**config.mk**
```make
export PLATFORM = sky130hd
export DESIGN_NAME = varint_stream_decoder_core
export DESIGN_NICKNAME = d
export VERILOG_FILES = /design/src/rtl/vsd_pkg.sv /design/src/rtl/vsd_step.sv /design/src/rtl/varint_stream_decoder_core.sv
export SDC_FILE = /design/constraint.sdc
export NUM_CORES = 1
export LEC_CHECK = 0
export ABC_AREA = 1
export BUFFER_PORTS_ARGS = -buffer_cell sky130_fd_sc_hd__buf_2
export CAP_MARGIN = 40
export CORE_MARGIN = 2
export CORE_UTILIZATION = 45
export CTS_BUF_LIST = sky130_fd_sc_hd__clkbuf_4 sky130_fd_sc_hd__clkbuf_8
export CTS_CLUSTER_SIZE = 28
export DETAILED_ROUTE_END_ITERATION = 8
export GPL_ROUTABILITY_DRIVEN = 1
export PLACE_DENSITY = 0.63
export SYNTH_ARGS = -nofsm -noshare
export SYNTH_HDL_FRONTEND = slang
export SYNTH_SLANG_ARGS = --single-unit
```
**constraint.sdc**
```tcl
create_clock -name clk -period 6.2 [get_ports clk]
set_input_delay 0.62 -clock clk [delete_from_list [all_inputs] [get_ports clk]]
set_output_delay 0.62 -clock clk [all_outputs]
set_load 0.02 [all_outputs]
```
**src/rtl/vsd_pkg.sv**
```systemverilog
// Shared types and constants for the varint stream decoder.
// No dependencies; imported by every module of the block.
package vsd_pkg;

  localparam int unsigned BYTE_W    = 8;
  localparam int unsigned PAYLOAD_W = 7;
  localparam int unsigned VALUE_W   = 64;
  localparam int unsigned COUNT_W   = 4;
  localparam int unsigned SHIFT_W   = 6;
  localparam int unsigned WORD_W    = 32;
  // value and byte_count packed, padded to whole bytes
  localparam int unsigned OUT_DATA_W = 72;
  localparam int unsigned OUT_PAD_W  = OUT_DATA_W - VALUE_W - COUNT_W;

  localparam int unsigned CONT_POS = 7;

  // Byte limits per mode
  localparam logic [COUNT_W-1:0] LIMIT_32 = 4'd5;
  localparam logic [COUNT_W-1:0] LIMIT_64 = 4'd10;

  typedef enum logic {
    STATUS_OK       = 1'b0,
    STATUS_TOO_LONG = 1'b1
  } vsd_status_t;

  typedef struct packed {
    logic                emit;
    logic [VALUE_W-1:0]  value;
    logic [COUNT_W-1:0]  byte_count;
    vsd_status_t         status;
  } vsd_result_t;

endpackage

```
**src/rtl/vsd_step.sv**
```systemverilog
// One decode step: merges a byte into the accumulator and forms the result.
// Purely combinational; depends on vsd_pkg.
module vsd_step
  import vsd_pkg::*;
(
  input  logic [BYTE_W-1:0]  byte_i,
  input  logic [VALUE_W-1:0] acc_i,
  input  logic [COUNT_W-1:0] seen_i,
  input  logic               long_mode_i,
  output logic [VALUE_W-1:0] acc_nxt_o,
  output logic [COUNT_W-1:0] seen_nxt_o,
  output vsd_result_t        result_o
);

  logic [PAYLOAD_W-1:0] payload;
  logic                 cont;
  logic [SHIFT_W:0]     shift_full;
  logic [SHIFT_W-1:0]   shift;
  logic [VALUE_W-1:0]   acc_or;
  logic [COUNT_W-1:0]   count;
  logic [COUNT_W-1:0]   limit;
  logic                 too_long;
  logic [VALUE_W-1:0]   value;

  assign payload = byte_i[PAYLOAD_W-1:0];
  assign cont    = byte_i[CONT_POS];

  // 7 * seen as 8*seen - seen; seen never exceeds 9, so the result fits 6 bits
  assign shift_full = {seen_i, 3'b000} - {3'b000, seen_i};
  assign shift      = shift_full[SHIFT_W-1:0];

  assign acc_or = acc_i | ({{(VALUE_W-PAYLOAD_W){1'b0}}, payload} << shift);

  assign count    = seen_i + 4'd1;
  assign limit    = long_mode_i ? LIMIT_64 : LIMIT_32;
  assign too_long = cont && (count >= limit);

  assign value = long_mode_i ? acc_or
                             : {{(VALUE_W-WORD_W){acc_or[WORD_W-1]}}, acc_or[WORD_W-1:0]};

  always_comb begin
    result_o.emit       = !cont || too_long;
    result_o.value      = too_long ? '0 : value;
    result_o.byte_count = count;
    result_o.status     = too_long ? STATUS_TOO_LONG : STATUS_OK;
  end

  assign acc_nxt_o  = result_o.emit ? '0 : acc_or;
  assign seen_nxt_o = result_o.emit ? '0 : count;

endmodule

```
**src/rtl/varint_stream_decoder_core.sv**
```systemverilog
// Top level of the unsigned LEB128 varint / varlong stream decoder.
// Depends on vsd_pkg and vsd_step.
//
// Usage:
//   in_*  : one encoded byte per item in in_tdata[7:0]; bit 7 continues the value.
//   out_* : one item per finished value. out_tdata holds value (bits 63:0),
//           byte_count (bits 67:64) and zero padding; out_tuser is status
//           (0 value complete, 1 encoding too long, value then reads zero).
//   cfg_* : cfg_wr_en writes cfg_wr_data into long_mode (0 = 32-bit varint,
//           up to 5 bytes, sign-extended from bit 31; 1 = 64-bit varlong, up
//           to 10 bytes). Write only while the decoder is idle.
// Timing: an accepted byte is held in the input register, then the
//   step logic (one 64-bit shift-or and a 4-bit compare) updates the
//   accumulator; the last byte of a value loads the result register, which
//   raises out_tvalid. One byte per cycle is sustained unless out_tready stalls.
// Stall: while out_tvalid waits on out_tready, one more byte is held in the
//   input register; a continuing byte still passes through, and in_tready
//   drops only when the held byte would need the busy result register.
// Reset (rst_n low, synchronous): accumulator and byte count clear, both
//   registers empty, long_mode returns to 0.
module varint_stream_decoder_core
  import vsd_pkg::*;
(
  input  logic                  clk,
  input  logic                  rst_n,
  input  logic                  in_tvalid,
  output logic                  in_tready,
  input  logic [BYTE_W-1:0]     in_tdata,    // [7:0] in_byte
  output logic                  out_tvalid,
  input  logic                  out_tready,
  output logic [OUT_DATA_W-1:0] out_tdata,   // [63:0] value, [67:64] byte_count, pad
  output logic                  out_tuser,   // [0] status
  input  logic                  cfg_wr_en,
  input  logic                  cfg_wr_data  // long_mode
);

  logic                 long_mode_r;
  logic                 in_valid_r, in_valid_nxt;
  logic [BYTE_W-1:0]    in_byte_r;
  logic [VALUE_W-1:0]   acc_r, acc_nxt;
  logic [COUNT_W-1:0]   seen_r, seen_nxt;
  logic                 out_valid_r, out_valid_nxt;
  logic [VALUE_W-1:0]   value_r;
  logic [COUNT_W-1:0]   byte_count_r;
  vsd_status_t          status_r;
  vsd_result_t          step_res;
  logic                 out_free;
  logic                 fire;
  logic                 in_accept;

  vsd_step u_step (
    .byte_i      (in_byte_r),
    .acc_i       (acc_r),
    .seen_i      (seen_r),
    .long_mode_i (long_mode_r),
    .acc_nxt_o   (acc_nxt),
    .seen_nxt_o  (seen_nxt),
    .result_o    (step_res)
  );

  // Held byte moves on unless it makes a result and the result slot is busy
  assign out_free  = !out_valid_r || out_tready;
  assign fire      = in_valid_r && (!step_res.emit || out_free);
  assign in_tready = !in_valid_r || fire;
  assign in_accept = in_tvalid && in_tready;

  always_comb begin
    in_valid_nxt = in_valid_r;
    if (in_accept) begin
      in_valid_nxt = 1'b1;
    end else if (fire) begin
      in_valid_nxt = 1'b0;
    end
  end

  always_comb begin
    out_valid_nxt = out_valid_r;
    if (fire && step_res.emit) begin
      out_valid_nxt = 1'b1;
    end else if (out_tready) begin
      out_valid_nxt = 1'b0;
    end
  end

  always_ff @(posedge clk) begin
    if (!rst_n) begin
      long_mode_r <= 1'b0;
      in_valid_r  <= 1'b0;
      out_valid_r <= 1'b0;
      acc_r       <= '0;
      seen_r      <= '0;
    end else begin
      if (cfg_wr_en) begin
        long_mode_r <= cfg_wr_data;
      end
      in_valid_r  <= in_valid_nxt;
      out_valid_r <= out_valid_nxt;
      if (fire) begin
        acc_r  <= acc_nxt;
        seen_r <= seen_nxt;
      end
    end
  end

  // Payload registers
  always_ff @(posedge clk) begin
    if (in_accept) begin
      in_byte_r <= in_tdata;
    end
    if (fire && step_res.emit) begin
      value_r      <= step_res.value;
      byte_count_r <= step_res.byte_count;
      status_r     <= step_res.status;
    end
  end

  assign out_tvalid = out_valid_r;
  assign out_tdata  = {{OUT_PAD_W{1'b0}}, byte_count_r, value_r};
  assign out_tuser  = status_r;

endmodule

```
==> metrics.csv <==
stage;metric;value;unit
synthesis;number of synthesized flops with an enable pin;77;
worst_setup_path;Req. time, crit path;6.30;ns
detailed_routing;uppermost routed layer;met4;
floorplan;io pins;89;
power;Sw Share;28.3;%
power;VDD IR-drop max;0.125;mV
worst_setup_path;Max Fanout on Critical Path;36;
global_routing;GRT Util Overall;20.7;%
power;internal power;1570;uW
synthesis;Post-synth top flop;edfxtp_1;
sta;Layout Skew;0.0147;ns
clocking;Clock Tree Buf Depth;2;
sta;Rel. slew slack;48.6;%
cells_and_area;area grow syn2layout;11.8;%
status;status;complete, no violations;
clocking;Post-CTS Setup Bufs;0;
worst_setup_path;critical path class;register to register;
detailed_routing;WL met1;7530;um
synthesis;post-synthesis cell count;774;
clocking;root buffer cell;clkbuf_8;
detailed_routing;drt wl/cell;15.7;um
synthesis;Seq/Total Area, Yosys;53.9;%
flow_run;maxcap violations;0;
floorplan;initial core utilization;45.8;%
detailed_routing;WL final;16200;um
worst_setup_path;crit-path leading delay family;buffers and inverters;
sta;max-slew violation count;0;
sta;f_max;0.247;GHz
sta;Tmin final;4.06;ns
cells_and_area;most frequent cells in the layout;125 x nand2_1, 96 x nor2_1, 84 x buf_2;
power;Seq pwr share;49.3;%
detailed_routing;routed wl met3;762;um
synthesis;Avg Inst Size Synth;8.95;um^2
place;GPL Wtd Cong;0.905;
global_routing;GRT Residual Overflow;0;
sta;final count of negative-setup-slack endpoints;0;
worst_setup_path;Worst setup EP type;register;
synthesis;distinct cell type count after synthesis;34;
detailed_routing;vias per cell;5.24;
place;DP Cell Count;1004;
cells_and_area;share of cells above drive strength 1;20.6;%
worst_setup_path;Worst Path Buf+Inv;4;
clocking;CTS tree;built;
clocking;clock latency on the worst-skew pair;0.45;ns
clocking;CTS sink count;148;
clocking;hold_buf cts;0;
power;Clk pwr share;35.7;%
synthesis;Synth async-reset ratio;0;%
detailed_routing;DR vias;5432;
global_routing;antenna violations before repair;0;
hold_path;Hold WC Path Type;input pin to register;
floorplan;Die X;128;um
global_routing;global-route wire length before repair;26300;um
power;PD cells;282;nW/um^2
power;Sw Pwr;621;uW
cells_and_area;commonest non-fill, non-tap cell in the layout;nand2_1;
clocking;Clock transition at path regs;0.08;ns
detailed_routing;DR WL met2;7700;um
sta;Hold WS;0.339;ns
detailed_routing;Final ANT Viol Nets;0;
power;leakage dissipation;0.00310;uW
place;DP Wirelength;11300;um
floorplan;Die Height;128;um
sta;Final Hold Viols;0;
sta;Setup WS post-layout;2.14;ns
worst_setup_path;delay of the slowest critical-path stage;0.69;ns
clocking;Post-CTS Resized;0;
worst_setup_path;crit path cell chain;inv_2 -> ha_1 -> ha_1 -> inv_1 -> o21bai_1 -> nand3_1 -> nand4_2 -> a21oi_2 -> nand2_1 -> inv_2 -> buf_4;
global_routing;largest net degree at the start of global routing;55;
global_routing;number of global-route vias before repair;5257;
detailed_routing;Initial DRC Count;343;
place;IO Port Bufs;84;
worst_setup_path;CP max-delay cell;dfxtp_1;
worst_setup_path;Critical Path Start Type;register;
synthesis;synthesized area;6930;um^2
sta;Worst Tran Pin Value;0.769;ns
synthesis;Synth Register Bits;148;
worst_setup_path;Worst Path Arrival;4.15;ns
sta;Final TNS setup;0;ns
floorplan;cell row count;45;
cells_and_area;Inserted Diodes;0;
sta;Tcrit/Tclk final;65.4;%
cells_and_area;NumNets Final;856;
clocking;CTS H-tree depth;4;
detailed_routing;Residual DRC;0;
sta;RSZ-0062 raised after global routing;no;
synthesis;YS warnings;0;
floorplan;core area;15100;um^2
floorplan;die area;16400;um^2
detailed_routing;First-pass DRT Iterations;5;
cells_and_area;Finished Layout Cells;1036;
place;DP Worst Slack;2.15;ns
power;Gate power share;15.0;%
clocking;cts bufs inserted;17;
==> layer usage <==
layer  up-vias  global-route usage, %
met5         -                      0
met4         0                   5.88
met3        19                   5.05
met2       140                   33.9
met1      2539                   27.4
li1       2734                      -
==> area by class of cell <==
type / instances / area [um^2]
fill: 1424 / 7400
inverter: 70 / 268
clock buffer: 20 / 263
clock inverter: 12 / 154
sequential: 148 / 3730
multi-input combinational: 507 / 2620
tap: 188 / 235
timing repair buffer: 91 / 480
==> final timing paths <==
kind	endpoint	slack (ns)	depth (start not counted)	from
hold / removal	in_byte_r[7]	0.34	1	in_tdata[7]
setup reg to reg	value_r[23]	2.14	11	seen_r[0]
setup / recovery	value_r[23]	2.14	11	seen_r[0]
hold reg to reg	acc_r[3]	0.47	2	acc_r[3]
==> cell families after synthesis <==
group / after synthesis / share of synthesized area [%]
buf+inv: 122 / 8.59
simple gates: 339 / 22.2
flops: 148 / 53.9
compound gates: 155 / 13.7
xor+xnor: 2 / 0.253
other cells: 1 / 0.0541
fa+ha+maj: 7 / 1.26
==> power by group through the flow <==
stage	sequential, uW	clock (uW)	combinational, uW
after floorplan	1130	0	224
after global placement	1100	0	321
after detailed placement	1100	0	327
after CTS	1080	804	328
after global routing	1080	842	363
final	1080	782	327
==> sequential cells by signal, summed over array words and instances (netlist names) <==
signal	count
in_valid_r	1
out_tvalid	1
out_tuser	1
value_r	64
in_byte_r	8
long_mode_r	1
byte_count_r	4
acc_r	64
seen_r	4
==> cells in the mapped netlist (all sizes together), types with 2 or more instances <==
cell type / number / area [um^2]
a21oi: 73 / 448
buf: 41 / 287
clkbuf: 11 / 41.3
dfxtp: 71 / 1420
edfxtp: 77 / 2310
ha: 7 / 87.6
inv: 70 / 268
nand2: 135 / 547
nand3: 72 / 398
nand4: 31 / 206
nor2: 97 / 367
nor3: 2 / 10.0
o21a: 23 / 173
o21ai: 46 / 234
o21bai: 12 / 90.1
xor2: 2 / 17.5
==> per-stage QoR <==
step / cell area [um^2] / utilization (%) / power [uW]
after floorplan: 6940 / - / 1350
after global routing: 7750 / 51.2 / 2290
after CTS: 7750 / 51.2 / 2210
final: 7750 / 51.2 / 2190
after global placement: 7320 / 48.3 / 1420
after detailed placement: 7330 / 48.4 / 1430
(Power assumes the default switching activity.)
